===== config.mk =====
export PLATFORM = sky130hd
export DESIGN_NAME = expression_token_lexer
export DESIGN_NICKNAME = d
export VERILOG_FILES = /design/src/design/elx_pkg.sv /design/src/design/expression_token_lexer.sv /design/src/design/elx_front.sv /design/src/design/elx_queue.sv /design/src/design/elx_back.sv
export SDC_FILE = /design/constraint.sdc
export NUM_CORES = 1
export LEC_CHECK = 0
export BUFFER_PORTS_ARGS = -buffer_cell sky130_fd_sc_hd__buf_2
export CAP_MARGIN = 10
export CORE_MARGIN = 4
export CORE_UTILIZATION = 55
export CTS_CLUSTER_DIAMETER = 40
export DETAILED_ROUTE_END_ITERATION = 6
export GPL_ROUTABILITY_DRIVEN = 0
export GPL_TIMING_DRIVEN = 1
export PLACE_DENSITY_LB_ADDON = 0.12
export SYNTH_ARGS = -nofsm -noshare
export SYNTH_HDL_FRONTEND = slang
export SYNTH_HIERARCHICAL = 1
export SYNTH_SLANG_ARGS = --single-unit

===== constraint.sdc =====
create_clock -name clk_i -period 7.8 [get_ports clk_i]
set_input_delay 0.78 -clock clk_i [delete_from_list [all_inputs] [get_ports clk_i]]
set_output_delay 0.78 -clock clk_i [all_outputs]
set_load 0.1 [all_outputs]

===== src/design/elx_pkg.sv =====
// Shared types and constants for the expression token lexer.
// Holds the token kind codes, character codes and the token pair struct.
// No dependencies.
`default_nettype none

package elx_pkg;

  // Token kind codes, as seen on tuser of the result stream.
  typedef enum logic [3:0] {
    TK_PLUS   = 4'd0,
    TK_MINUS  = 4'd1,
    TK_MUL    = 4'd2,
    TK_DIV    = 4'd3,
    TK_MOD    = 4'd4,
    TK_LPAREN = 4'd5,
    TK_RPAREN = 4'd6,
    TK_COMMA  = 4'd7,
    TK_NUMBER = 4'd8,
    TK_IDCHAR = 4'd9,
    TK_IDEND  = 4'd10,
    TK_END    = 4'd11,
    TK_ERROR  = 4'd12
  } tok_kind_e;

  // Character codes.
  localparam logic [7:0] CH_NUL    = 8'h00;
  localparam logic [7:0] CH_TAB    = 8'h09;
  localparam logic [7:0] CH_LF     = 8'h0A;
  localparam logic [7:0] CH_SPACE  = 8'h20;
  localparam logic [7:0] CH_MOD    = 8'h25;
  localparam logic [7:0] CH_LPAREN = 8'h28;
  localparam logic [7:0] CH_RPAREN = 8'h29;
  localparam logic [7:0] CH_MUL    = 8'h2A;
  localparam logic [7:0] CH_PLUS   = 8'h2B;
  localparam logic [7:0] CH_COMMA  = 8'h2C;
  localparam logic [7:0] CH_MINUS  = 8'h2D;
  localparam logic [7:0] CH_DIV    = 8'h2F;
  localparam logic [7:0] CH_0      = 8'h30;
  localparam logic [7:0] CH_9      = 8'h39;
  localparam logic [7:0] CH_UA     = 8'h41;
  localparam logic [7:0] CH_UF     = 8'h46;
  localparam logic [7:0] CH_UZ     = 8'h5A;
  localparam logic [7:0] CH_LA     = 8'h61;
  localparam logic [7:0] CH_LB     = 8'h62;
  localparam logic [7:0] CH_LF_HEX = 8'h66;
  localparam logic [7:0] CH_LX     = 8'h78;
  localparam logic [7:0] CH_LZ     = 8'h7A;

  // Token queue depth between front and back.
  localparam int unsigned QUEUE_DEPTH = 4;
  localparam int unsigned QPTR_W      = $clog2(QUEUE_DEPTH);

  // Up to two tokens caused by one character: a pending number or id end
  // (flush), then the token of the character itself (main).
  typedef struct packed {
    logic      has_flush;
    tok_kind_e flush_kind;
    logic      has_main;
    tok_kind_e main_kind;
    logic [7:0] id_char;
  } tok_pair_t;

  localparam int unsigned PAIR_W = $bits(tok_pair_t);

endpackage

`default_nettype wire


===== src/design/expression_token_lexer.sv =====
// Top level of the expression token lexer: front end, token queue, back end.
// Depends on elx_pkg, elx_front, elx_queue and elx_back.
//
//   Channel  Dir  Handshake                  Payload
//   s_axis   in   s_axis_tvalid_i/tready_o   tdata[7:0] char_in
//   m_axis   out  m_axis_tvalid_o/tready_i   tuser kind; tdata value, id char; tlast
//
// Cycles: one character is taken per cycle while the token queue has room.
// A character yields zero, one or two result beats; the back end sends one beat
// per cycle while m_axis_tready_i is high, so a run of two-beat characters
// drains at one beat a cycle and the four-entry queue absorbs the difference.
// Path: a token is written into the queue, then loaded into the output register.
// Reset: rst_ni clears the lexing state, the queue and the output valid.
// Stalls: a held m_axis fills the queue, then s_axis_tready_o drops.
`default_nettype none

module expression_token_lexer import elx_pkg::*; #(
  parameter int unsigned VALUE_WIDTH = 32,
  localparam int unsigned TDATA_W = ((VALUE_WIDTH + 8 + 7) / 8) * 8
) (
  input  wire logic               clk_i,
  input  wire logic               rst_ni,
  input  wire logic               s_axis_tvalid_i,
  output      logic               s_axis_tready_o,
  input  wire logic [7:0]         s_axis_tdata_i,  // [7:0] char_in
  output      logic               m_axis_tvalid_o,
  input  wire logic               m_axis_tready_i,
  // number_value in the low bits, then id_char, zero pad on top
  output      logic [TDATA_W-1:0] m_axis_tdata_o,
  output      logic [3:0]         m_axis_tuser_o,  // [3:0] token_kind
  output      logic               m_axis_tlast_o   // last_of_run
);

  localparam int unsigned ENTRY_W = PAIR_W + VALUE_WIDTH;

  tok_pair_t              f_pair, b_pair;
  logic [VALUE_WIDTH-1:0] f_value, b_value;
  logic                   push, pop, full, empty;
  logic [ENTRY_W-1:0]     q_rdata;

  tok_kind_e              out_kind;
  logic [VALUE_WIDTH-1:0] out_value;
  logic [7:0]             out_idc;

  // Classify characters and advance the lexing state.
  elx_front #(.VALUE_WIDTH(VALUE_WIDTH)) u_front (
    .clk_i      (clk_i),
    .rst_ni     (rst_ni),
    .in_valid_i (s_axis_tvalid_i),
    .in_ready_o (s_axis_tready_o),
    .char_i     (s_axis_tdata_i),
    .full_i     (full),
    .push_o     (push),
    .pair_o     (f_pair),
    .value_o    (f_value)
  );

  // Decouple the character side from the result side.
  elx_queue #(.WIDTH(ENTRY_W)) u_queue (
    .clk_i   (clk_i),
    .rst_ni  (rst_ni),
    .push_i  (push),
    .wdata_i ({f_pair, f_value}),
    .pop_i   (pop),
    .rdata_o (q_rdata),
    .full_o  (full),
    .empty_o (empty)
  );

  assign b_pair  = tok_pair_t'(q_rdata[ENTRY_W-1:VALUE_WIDTH]);
  assign b_value = q_rdata[VALUE_WIDTH-1:0];

  // Serialize each token pair into result transfers.
  elx_back #(.VALUE_WIDTH(VALUE_WIDTH)) u_back (
    .clk_i       (clk_i),
    .rst_ni      (rst_ni),
    .empty_i     (empty),
    .pair_i      (b_pair),
    .value_i     (b_value),
    .pop_o       (pop),
    .out_valid_o (m_axis_tvalid_o),
    .out_ready_i (m_axis_tready_i),
    .kind_o      (out_kind),
    .value_o     (out_value),
    .id_char_o   (out_idc),
    .last_o      (m_axis_tlast_o)
  );

  // Pack the result fields, lowest field first; the kind rides on tuser.
  assign m_axis_tdata_o = TDATA_W'({out_idc, out_value});
  assign m_axis_tuser_o = out_kind;

endmodule

`default_nettype wire


===== src/design/elx_front.sv =====
// Front end of the expression token lexer: accepts characters, tracks the
// lexing state and builds the token pair that each character causes.
// Depends on elx_pkg.
`default_nettype none

module elx_front import elx_pkg::*; #(
  parameter int unsigned VALUE_WIDTH = 32
) (
  input  wire logic                   clk_i,
  input  wire logic                   rst_ni,
  input  wire logic                   in_valid_i,
  output      logic                   in_ready_o,
  input  wire logic [7:0]             char_i,
  input  wire logic                   full_i,
  output      logic                   push_o,
  output      tok_pair_t              pair_o,
  output      logic [VALUE_WIDTH-1:0] value_o
);

  typedef enum logic [2:0] {
    M_IDLE   = 3'd0,
    M_ZERO   = 3'd1,
    M_NUMBER = 3'd2,
    M_IDENT  = 3'd3,
    M_DROP   = 3'd4
  } mode_e;

  typedef enum logic [1:0] {
    R_DEC = 2'd0,
    R_HEX = 2'd1,
    R_BIN = 2'd2
  } radix_e;

  mode_e                  mode_q, mode_d;
  radix_e                 radix_q, radix_d;
  logic [VALUE_WIDTH-1:0] acc_q, acc_d;
  logic                   seen_q, seen_d;

  logic                   accept;
  logic                   is_dec, is_hexl, is_letter, is_digit;
  logic [3:0]             dig_val;
  logic [VALUE_WIDTH-1:0] dig_ext, acc_step;

  // Token and state outcome of handling the character from idle.
  logic                   idl_main;
  tok_kind_e              idl_kind;
  logic [7:0]             idl_idc;
  mode_e                  idl_mode;
  radix_e                 idl_radix;
  logic [VALUE_WIDTH-1:0] idl_acc;
  logic                   idl_seen;

  assign in_ready_o = !full_i;
  assign accept     = in_valid_i && in_ready_o;

  assign is_dec    = (char_i >= CH_0) && (char_i <= CH_9);
  assign is_hexl   = ((char_i >= CH_LA) && (char_i <= CH_LF_HEX)) ||
                     ((char_i >= CH_UA) && (char_i <= CH_UF));
  assign is_letter = ((char_i >= CH_LA) && (char_i <= CH_LZ)) ||
                     ((char_i >= CH_UA) && (char_i <= CH_UZ));
  assign is_digit  = is_dec || is_hexl;
  // Low nibble of '0'..'9' is the digit; of a-f / A-F it is 1..6.
  assign dig_val   = is_dec ? char_i[3:0] : (char_i[3:0] + 4'd9);
  assign dig_ext   = VALUE_WIDTH'(dig_val);

  // Multiply by a constant base as shifts and adds, then add the digit.
  always_comb begin
    case (radix_q)
      R_HEX:   acc_step = (acc_q << 4) + dig_ext;
      R_BIN:   acc_step = (acc_q << 1) + dig_ext;
      default: acc_step = (acc_q << 3) + (acc_q << 1) + dig_ext;
    endcase
  end

  always_comb begin
    idl_main  = 1'b0;
    idl_kind  = TK_ERROR;
    idl_idc   = '0;
    idl_mode  = M_IDLE;
    idl_radix = radix_q;
    idl_acc   = acc_q;
    idl_seen  = 1'b1;
    if (char_i == CH_NUL) begin
      idl_main  = 1'b1;
      idl_kind  = seen_q ? TK_END : TK_ERROR;
      idl_radix = R_DEC;
      idl_acc   = '0;
      idl_seen  = 1'b0;
    end else begin
      case (char_i) inside
        CH_SPACE, CH_TAB, CH_LF: begin
          idl_main = 1'b0;
        end
        CH_PLUS: begin
          idl_main = 1'b1;
          idl_kind = TK_PLUS;
        end
        CH_MINUS: begin
          idl_main = 1'b1;
          idl_kind = TK_MINUS;
        end
        CH_MUL: begin
          idl_main = 1'b1;
          idl_kind = TK_MUL;
        end
        CH_DIV: begin
          idl_main = 1'b1;
          idl_kind = TK_DIV;
        end
        CH_MOD: begin
          idl_main = 1'b1;
          idl_kind = TK_MOD;
        end
        CH_LPAREN: begin
          idl_main = 1'b1;
          idl_kind = TK_LPAREN;
        end
        CH_RPAREN: begin
          idl_main = 1'b1;
          idl_kind = TK_RPAREN;
        end
        CH_COMMA: begin
          idl_main = 1'b1;
          idl_kind = TK_COMMA;
        end
        [CH_0:CH_9]: begin
          idl_radix = R_DEC;
          idl_acc   = dig_ext;
          idl_mode  = (char_i == CH_0) ? M_ZERO : M_NUMBER;
        end
        [CH_LA:CH_LZ], [CH_UA:CH_UZ]: begin
          idl_main = 1'b1;
          idl_kind = TK_IDCHAR;
          idl_idc  = char_i;
          idl_mode = M_IDENT;
        end
        default: begin
          idl_main = 1'b1;
          idl_kind = TK_ERROR;
          idl_mode = M_DROP;
        end
      endcase
    end
  end

  always_comb begin
    pair_o            = '0;
    pair_o.flush_kind = TK_NUMBER;
    pair_o.main_kind  = idl_kind;
    value_o           = '0;
    mode_d            = mode_q;
    radix_d           = radix_q;
    acc_d             = acc_q;
    seen_d            = seen_q;
    case (mode_q)
      M_DROP: begin
        // Drop everything up to the terminating NUL.
        if (char_i == CH_NUL) begin
          mode_d  = M_IDLE;
          radix_d = R_DEC;
          acc_d   = '0;
          seen_d  = 1'b0;
        end
      end
      M_IDENT: begin
        if (is_letter) begin
          pair_o.has_main  = 1'b1;
          pair_o.main_kind = TK_IDCHAR;
          pair_o.id_char   = char_i;
        end else begin
          pair_o.has_flush  = 1'b1;
          pair_o.flush_kind = TK_IDEND;
          pair_o.has_main   = idl_main;
          pair_o.id_char    = idl_idc;
          mode_d            = idl_mode;
          radix_d           = idl_radix;
          acc_d             = idl_acc;
          seen_d            = idl_seen;
        end
      end
      M_ZERO: begin
        if ((char_i == CH_LX) || (char_i == CH_LB)) begin
          radix_d = (char_i == CH_LX) ? R_HEX : R_BIN;
          acc_d   = '0;
          mode_d  = M_NUMBER;
        end else if (is_digit) begin
          acc_d  = dig_ext;
          mode_d = M_NUMBER;
        end else begin
          pair_o.has_flush = 1'b1;
          pair_o.has_main  = idl_main;
          pair_o.id_char   = idl_idc;
          mode_d           = idl_mode;
          radix_d          = idl_radix;
          acc_d            = idl_acc;
          seen_d           = idl_seen;
        end
      end
      M_NUMBER: begin
        if (is_digit) begin
          acc_d = acc_step;
        end else begin
          pair_o.has_flush = 1'b1;
          value_o          = acc_q;
          pair_o.has_main  = idl_main;
          pair_o.id_char   = idl_idc;
          mode_d           = idl_mode;
          radix_d          = idl_radix;
          acc_d            = idl_acc;
          seen_d           = idl_seen;
        end
      end
      default: begin
        pair_o.has_main = idl_main;
        pair_o.id_char  = idl_idc;
        mode_d          = idl_mode;
        radix_d         = idl_radix;
        acc_d           = idl_acc;
        seen_d          = idl_seen;
      end
    endcase
  end

  assign push_o = accept && (pair_o.has_flush || pair_o.has_main);

  always_ff @(posedge clk_i or negedge rst_ni) begin
    if (!rst_ni) begin
      mode_q  <= M_IDLE;
      radix_q <= R_DEC;
      acc_q   <= '0;
      seen_q  <= 1'b0;
    end else if (accept) begin
      mode_q  <= mode_d;
      radix_q <= radix_d;
      acc_q   <= acc_d;
      seen_q  <= seen_d;
    end
  end

endmodule

`default_nettype wire


===== src/design/elx_queue.sv =====
// Short token queue between the lexer front and back ends.
// Register-based FIFO of QUEUE_DEPTH entries; depends on elx_pkg.
`default_nettype none

module elx_queue import elx_pkg::*; #(
  parameter int unsigned WIDTH = 8
) (
  input  wire logic             clk_i,
  input  wire logic             rst_ni,
  input  wire logic             push_i,
  input  wire logic [WIDTH-1:0] wdata_i,
  input  wire logic             pop_i,
  output      logic [WIDTH-1:0] rdata_o,
  output      logic             full_o,
  output      logic             empty_o
);

  logic [WIDTH-1:0]  entry_q [QUEUE_DEPTH];
  logic [QPTR_W-1:0] wr_ptr_q, rd_ptr_q;
  logic [QPTR_W:0]   count_q;

  assign full_o  = (count_q == (QPTR_W + 1)'(QUEUE_DEPTH));
  assign empty_o = (count_q == '0);
  assign rdata_o = entry_q[rd_ptr_q];

  always_ff @(posedge clk_i) begin
    if (push_i) begin
      entry_q[wr_ptr_q] <= wdata_i;
    end
  end

  always_ff @(posedge clk_i or negedge rst_ni) begin
    if (!rst_ni) begin
      wr_ptr_q <= '0;
      rd_ptr_q <= '0;
      count_q  <= '0;
    end else begin
      if (push_i) begin
        wr_ptr_q <= wr_ptr_q + 1'b1;
      end
      if (pop_i) begin
        rd_ptr_q <= rd_ptr_q + 1'b1;
      end
      case ({push_i, pop_i})
        2'b10:   count_q <= count_q + 1'b1;
        2'b01:   count_q <= count_q - 1'b1;
        default: count_q <= count_q;
      endcase
    end
  end

endmodule

`default_nettype wire


===== src/design/elx_back.sv =====
// Back end of the expression token lexer: splits each token pair into one
// or two result beats and holds them in the output register.
// Depends on elx_pkg.
`default_nettype none

module elx_back import elx_pkg::*; #(
  parameter int unsigned VALUE_WIDTH = 32
) (
  input  wire logic                   clk_i,
  input  wire logic                   rst_ni,
  input  wire logic                   empty_i,
  input  wire tok_pair_t              pair_i,
  input  wire logic [VALUE_WIDTH-1:0] value_i,
  output      logic                   pop_o,
  output      logic                   out_valid_o,
  input  wire logic                   out_ready_i,
  output      tok_kind_e              kind_o,
  output      logic [VALUE_WIDTH-1:0] value_o,
  output      logic [7:0]             id_char_o,
  output      logic                   last_o
);

  logic                   valid_q, phase_q;
  tok_kind_e              kind_q;
  logic [VALUE_WIDTH-1:0] value_q;
  logic [7:0]             idc_q;
  logic                   last_q;

  logic                   load, take, emit_flush;

  assign load       = !valid_q || out_ready_i;
  assign take       = load && !empty_i;
  assign emit_flush = !phase_q && pair_i.has_flush;
  // Release the entry with its final beat.
  assign pop_o      = take && !(emit_flush && pair_i.has_main);

  always_ff @(posedge clk_i or negedge rst_ni) begin
    if (!rst_ni) begin
      valid_q <= 1'b0;
      phase_q <= 1'b0;
      kind_q  <= TK_PLUS;
      value_q <= '0;
      idc_q   <= '0;
      last_q  <= 1'b0;
    end else if (load) begin
      valid_q <= !empty_i;
      if (take) begin
        phase_q <= emit_flush && pair_i.has_main;
        if (emit_flush) begin
          kind_q  <= pair_i.flush_kind;
          value_q <= value_i;
          idc_q   <= '0;
          last_q  <= !pair_i.has_main;
        end else begin
          kind_q  <= pair_i.main_kind;
          value_q <= '0;
          idc_q   <= pair_i.id_char;
          last_q  <= 1'b1;
        end
      end
    end
  end

  assign out_valid_o = valid_q;
  assign kind_o      = kind_q;
  assign value_o     = value_q;
  assign id_char_o   = idc_q;
  assign last_o      = last_q;

endmodule

`default_nettype wire


==> summary.md, run 1 <==
| Metric | Value |
|---|---|
| DPL Wire Length | `22000 um` |
| Synth Flop Type | `edfxtp_1` |
| Tcrit/Tclk final | `0.686` |
| RSZ-0062 raised after global routing | `no` |
| Final Cell Area | `17000 um2` |
| Critical path buffers and inverters | `2` |
| Clock sinks | `292` |
| First-pass GRT wire length | `approximately 55000 um` |
| Hold_buf cts | `0` |
| Core ar. | `27000 um2` |
| Slew Limit Headroom | `0.265` |
| Die area | `a little over 30000 um2` |
| Clock Latency Late Sink | `around 0.52 ns` |
| Crit path cell chain | `buf_2, inv_1, ha_1, o21bai_2, a2111oi_4, a31oi_1, xnor2_1, fa_1, fa_1, a211oi_1, nor2_1, o31ai_1, o31ai_1, a41oi_1, o21ai_0, mux2i_1, o41ai_2` |
| Synth cell types | `88` |
| Post-synthesis mux area share | `0.0813` |
| Syn Inst Count | `1199` |
| Worst-Margin Slew | `~1.1 ns` |
| DR pass1 iterations | `5` |
| Number of diodes | `0` |
| DRT Wirelength | `34000 um` |
| ANT nets after route | `0` |
| Type of element launching the critical path | `primary input` |
| Largest family of logic cells by synthesized area | `compound AO/OA/AOI/OAI gates` |
| Most frequent cells in the layout | `edfxtp_1 (200), nand2_1 (101), o21ai_0 (96)` |
| Most common cell after layout, fill and taps aside | `edfxtp_1` |
| Worst-case vdd ir drop | `0.193 mV` |
| Netlist Area Pre-Place | `between 15000 and 20000 um2` |
| Fillers | `2046` |
| CTS tree | `yes` |
| Area delta synth->final | `11.8%` |
| Share of layout cells above drive strength 1 | `0.172` |
| PD cells | `369 nW/um2` |
| Nets | `1325` |
| Die X | `174 um` |
| TNS Setup | `0 ns` |
| Ys Warns | `6` |
| Remaining Overflow, GRT | `0` |
| I/O pin cnt | `59` |
| Post-Synth Adder-Cell Area | `0.0630` |
| Ys async rst share | `0.315` |
| Wire per inst | `21.1 um` |
| Delay of the slowest cell on the worst path | `between 0.5 and 0.6 ns` |
| Initial Utilization | `0.562` |
| Vias | `9961` |
| CP required | `8.20 ns` |
| CP Class | `primary input to flip-flop` |
| Complex-gate fraction of the synthesized area | `0.140` |
| Vias in the first global route | `9841` |
| Remaining DRCs | `0` |
| CP Max Fanout | `10` |
| Placed cell area | `15600 um2` |
| Data arrival time of the worst path | `about 5.7 ns` |
| Hold crit path type | `primary input to asynchronous set/reset pin` |
| PortBufs | `58` |
| FMAX | `roughly 190 MHz` |
| Initial antenna violation count | `0` |
| Fin crit period | `5.35 ns` |
| CTS root buf | `clkbuf_16` |
| Critical Path Slowest Stage Cell | `a2111oi_4` |
| # setup viols final | `0` |
| Largest net degree at the start of global routing | `a little over 60` |
| H-tree levels | `2` |
| Row count | `60` |
| Max Buffers Root-to-Sink | `3` |
| Worst R2R Setup Slack | `about 3.6 ns` |
| Setup Fix Bufs, Post-CTS | `0` |
| Post-synthesis simple-gate area fraction | `0.0948` |
| Initial detailed-routing violation count | `approximately 800` |
| Syn Area/Cell | `12.7 um2` |
| Vias per inst | `6.18` |
| Synth Area in XOR/XNOR | `0.0358` |
| Cell family with most CP delay | `compound AO/OA/AOI/OAI gates` |
| Post-synth EDFFs | `200` |
| Register area share after synthesis | `0.547` |
| Die Y | `around 170 um` |
| Reg clk slew, reported paths | `0.06 ns` |
| Clock Skew | `0.0290 ns` |
| Pleak | `6.78 nW` |
| #FFs+latches synth | `292` |
| GRT Total Usage | `0.224` |
| Post-CTS Resized | `0` |
| Status | `complete, no violations` |
| Total CTS buffers | `40` |
| Max Slew Vio Count | `0` |
| Max_cap viols | `0` |
| Crit end category | `flip-flop` |
| Hold Violations, Final | `0` |
-- metrics by stage --
stage | total power [W] | std cells | setup WS [ns] | hold WS (ns) | utilization
CTS | 0.00632 | 1611 | 2.52 | 0.186 | 0.628
detailed placement | 0.00444 | 1537 | 2.06 | 0.496 | 0.576
floorplan | 0.00402 | 1201 | 2.91 | 0.457 | -
finish | 0.00627 | 1612 | 2.45 | 0.191 | 0.628
global route | 0.00659 | 1612 | 2.24 | 0.208 | 0.628
global placement | 0.00440 | 1537 | 2.11 | 0.485 | 0.576
-- routing by layer --
| metal | vias up | routed length [um] | global-route usage |
|---|---|---|---|
| li1 | 4647 | - | - |
| met1 | 5003 | 16200 | 0.337 |
| met2 | 276 | 15700 | 0.355 |
| met3 | 35 | 1610 | 0.0337 |
| met4 | 0 | 417 | 0.0432 |
| met5 | - | 0 | 0 |
-- where the power goes --
part / internal (W) / total (W) / switching [W] / leakage (nW)
Clock: 0.00119 / 0.00186 / 0.000672 / 0.671
Sequential: 0.00204 / 0.00220 / 0.000160 / 3.08
Combinational: 0.000647 / 0.00220 / 0.00156 / 3.02
-- area by class of cell --
cell class | instances | area, um2 | share of cell area
tap | 341 | 427 | 0.0251
multi-input combinational | 805 | 6320 | 0.372
timing repair buffer | 74 | 417 | 0.0246
sequential | 292 | 8310 | 0.490
inverter | 26 | 97.6 | 0.00575
clock buffer | 48 | 1070 | 0.0632
clock inverter | 26 | 324 | 0.0191
-- synth_stat cells, types with 33 or more instances --
cell	number	share of area
o21ai_1	34	0.011
mux4_2	48	0.071
edfxtp_1	200	0.40
clkbuf_1	38	0.0094
xnor2_1	33	0.019
a21oi_1	50	0.016
ha_1	70	0.058
o21ai_0	96	0.032
nor2_1	45	0.011
and2_1	36	0.015
nand2_1	101	0.025
dfrtp_1	92	0.15
-- path summary, 6_finish.rpt --
check,start,end,depth (start not counted)
worst min register to register,u_back/value_o[24]$_DFFE_PN0P_,u_back/value_o[24]$_DFFE_PN0P_,2
max in group asynchronous,rst_ni,u_queue/rd_ptr_q[0]$_DFFE_PN0P_,2
worst max register to register,u_front/mode_q[2]$_DFFE_PN0P_,u_queue/entry_q[1][44]$_DFFE_PP_,10
min in group clk_i,u_back/value_o[24]$_DFFE_PN0P_,u_back/value_o[24]$_DFFE_PN0P_,2
worst max-delay path,s_axis_tdata_i[1],u_front/acc_q[30]$_DFFE_PN0P_,17
worst min-delay path,rst_ni,u_back/id_char_o[5]$_DFFE_PN0P_,1
-- kinds of logic after synthesis --
family                     after synthesis
and+or+nand+nor                        282
AOI/OAI and AO/OA                      323
xor gates and xnor gates                62
adders and majority gates               74
other                                    2
buffers and inverters                  104
DFF                                    292
muxes                                   60
-- sequential cells by signal (all words and copies together), names as in the netlist --
signal,cells
u_queue/count_q,3
u_front/seen_q,1
u_queue/wr_ptr_q,2
u_front/mode_q,3
u_back/id_char_o,8
u_back/kind_o,4
u_back/phase_q,1
u_back/value_o,32
u_back/last_o,1
u_front/acc_q,32
u_back/out_valid_o,1
u_queue/rd_ptr_q,2
u_queue/entry_q,200
u_front/radix_q,2
-- worst register-to-register path, cell delays in order (launching register included) --
cell and delay [ns]:
dfrtp_1 0.48, nand2b_1 0.24, nor2_1 0.14, nand3_1 0.19, o21ai_0 0.21, o31a_1 0.45, o31ai_1 0.17, nor2_1 0.38
o21a_1 0.34, and2_2 0.83, buf_4 0.46
Note: power is estimated with default switching activity, not from simulation.
==> run 2: changes to the inputs <==
==> constraint.sdc (replaced) <==
create_clock -name clk_i -period 5.48 [get_ports clk_i]
set_input_delay 0.548 -clock clk_i [delete_from_list [all_inputs] [get_ports clk_i]]
set_output_delay 0.548 -clock clk_i [all_outputs]
set_load 0.1 [all_outputs]
==> run 2 against run 1 <==
  * Worst hold slack worse by 0.15 ns
  * Final area is 0.70% higher
  * Die area stayed put
  * Total power is 43% higher
  * Largest cell class unchanged
==> summary.md, run 2 (synthesis results as in run 1) <==
| Metric | Value |
|---|---|
| Wire per inst | `20.8 um (-1.2%)` |
| CTS tree | `yes` |
| CP required | `5.89 ns (-2.31 ns)` |
| Total CTS buffers | `39 (-2.5%)` |
| DPL Wire Length | `22100 um (+0.30%)` |
| Clock sinks | `292 (unchanged)` |
| Most frequent cells in the layout | `edfxtp_1 (200), nand2_1 (101), o21ai_0 (96)` |
| Worst R2R End | `u_front/acc_q[30]$_DFFE_PN0P_` |
| Tot Pwr | `0.00895 W (+43%)` |
| Clock Skew | `0.0137 ns (-0.0153 ns)` |
| Hold Violations, Final | `0 (unchanged)` |
| Largest Register | `u_queue/entry_q` |
| Initial detailed-routing violation count | `956 (+19%)` |
| DR pass1 iterations | `5 (unchanged)` |
| Vias per inst | `6.21 (+0.43%)` |
| Vias in the first global route | `9877 (+0.37%)` |
| Remaining Overflow, GRT | `0 (unchanged)` |
| Row count | `60 (unchanged)` |
| RSZ-0062 raised after global routing | `no` |
| Slew Limit Headroom | `0.234 (-0.0315)` |
| PD cells | `523 nW/um2 (+42%)` |
| Largest net degree at the start of global routing | `52 (-16%)` |
| Worst R2R Setup Slack | `1.88 ns (-1.72 ns)` |
| Initial antenna violation count | `0 (unchanged)` |
| GRT Total Usage | `0.225 (+0.000921)` |
| Data arrival time of the worst path | `5.13 ns (-0.61 ns)` |
| DRT Wirelength | `33700 um (-0.63%)` |
| FMAX | `212 MHz` |
| Die area | `30300 um2 (unchanged)` |
| Hold crit path type | `primary input to asynchronous set/reset pin` |
| Setup Fix Bufs, Post-CTS | `0 (unchanged)` |
| CP Class | `primary input to flip-flop` |
| Tcrit/Tclk final | `0.861` |
| PortBufs | `58 (unchanged)` |
| Number of diodes | `0 (unchanged)` |
| Remaining DRCs | `0 (unchanged)` |
| Post-CTS Resized | `0 (unchanged)` |
| ANT nets after route | `0 (unchanged)` |
| Pleak | `6.83 nW (+0.81%)` |
| Hold_buf cts | `0 (unchanged)` |
| Die X | `174 um (unchanged)` |
| CTS root buf | `clkbuf_16` |
| Worst-Margin Slew | `1.15 ns (+0.0472 ns)` |
| Max Slew Vio Count | `0 (unchanged)` |
| Vias | `10066 (+1.1%)` |
| Area delta synth->final | `12.6%` |
| CP Max Fanout | `10 (unchanged)` |
| Status | `complete, no violations` |
| Share of layout cells above drive strength 1 | `0.178 (+0.00647)` |
| First-pass GRT wire length | `55300 um (+0.65%)` |
| Most common cell after layout, fill and taps aside | `edfxtp_1` |
| Crit end category | `flip-flop` |
| Fin crit period | `4.72 ns` |
| FF-to-FF path depth | `11 (+1)` |
| Max Buffers Root-to-Sink | `3 (unchanged)` |
| H-tree levels | `2 (unchanged)` |
| Core ar. | `27000 um2 (unchanged)` |
| Type of element launching the critical path | `primary input` |
| Worst reg2reg path startpoint | `u_front/acc_q[2]$_DFFE_PN0P_` |
| Reg clk slew, reported paths | `0.06 ns (about the same)` |
| Final Cell Area | `17100 um2 (+0.70%)` |
| Die Y | `174 um (unchanged)` |
| Initial Utilization | `0.562 (unchanged)` |
| Worst-case vdd ir drop | `0.278 mV (+44%)` |
| Nets | `1336 (+0.83%)` |
| Clock Latency Late Sink | `0.51 ns (about the same)` |
| Number of flip-flops under the largest register name | `200 (unchanged)` |
| # setup viols final | `0 (unchanged)` |
| TNS Setup | `0 ns (unchanged)` |
| Placed cell area | `15700 um2 (+0.82%)` |
| I/O pin cnt | `59 (unchanged)` |
| Max_cap viols | `0 (unchanged)` |
run 2: changes by cell type in the layout (fill, tap and decap cells not counted), sizes merged:
cell      delta
clkbuf       -3
inv          +1
clkinvlp     +1
clkinv       -1
buf         +12
run 2: how the worst max path moves through the flow:
stage	from	end	slack, ns
after global placement	s_axis_tdata_i[1]	u_front/acc_q[30]$_DFFE_PN0P_	0.37
after floorplan	s_axis_tdata_i[1]	u_front/acc_q[30]$_DFFE_PN0P_	0.82
final	s_axis_tdata_i[1]	u_front/acc_q[30]$_DFFE_PN0P_	0.76
after global routing	s_axis_tdata_i[1]	u_front/acc_q[30]$_DFFE_PN0P_	0.27
after CTS	s_axis_tdata_i[1]	u_front/acc_q[30]$_DFFE_PN0P_	0.79
after detailed placement	s_axis_tdata_i[1]	u_front/acc_q[30]$_DFFE_PN0P_	0.28
run 2: final cells by class:
type,instances,area (um2)
multi-input combinational,805,6320
clock inverter,27,368
clock buffer,45,1020
inverter,26,97.6
tap,341,427
fill,2072,9940
sequential,292,8310
timing repair buffer,86,544
run 2: where the power goes:
| part | total (W) | internal, W | switching (W) |
|---|---|---|---|
| registers | 0.00313 | 0.00290 | 0.000226 |
| logic | 0.00318 | 0.000963 | 0.00222 |
| clock network | 0.00264 | 0.00166 | 0.000983 |
| total | 0.00895 | 0.00552 | 0.00343 |
run 2: metrics by stage:
step / util / hold WS (ns) / cells / worst slack [ns]
after floorplan: - / 0.252 / 1201 / 0.817
after global placement: 0.581 / 0.488 / 1549 / 0.367
after detailed placement: 0.581 / 0.492 / 1549 / 0.277
after CTS: 0.632 / 0.0581 / 1621 / 0.789
after global routing: 0.632 / 0.0818 / 1622 / 0.266
final: 0.632 / 0.0384 / 1622 / 0.763
run 2: per-layer routing:
layer,wire [um],part of all wire,global-route usage,vias up
met3,1930,0.057,0.0285,29
met1,15700,0.46,0.348,5011
met5,0,0,0,-
met4,365,0.011,0.0442,0
li1,-,-,-,4677
met2,15800,0.47,0.349,349
run 2: critical path, stage by stage:
cell,delay (ns)
buf_2,0.16
inv_1,0.11
ha_1,0.33
o21bai_2,0.15
a2111o_1,0.55
nand2_1,0.13
xnor2_1,0.20
ha_1,0.32
ha_1,0.25
fa_1,0.44
a211oi_1,0.29
nor2_1,0.10
o31ai_1,0.31
o31ai_1,0.20
a41oi_1,0.29
buf_4,0.18
o21ai_0,0.11
mux2i_1,0.15
o41ai_2,0.30
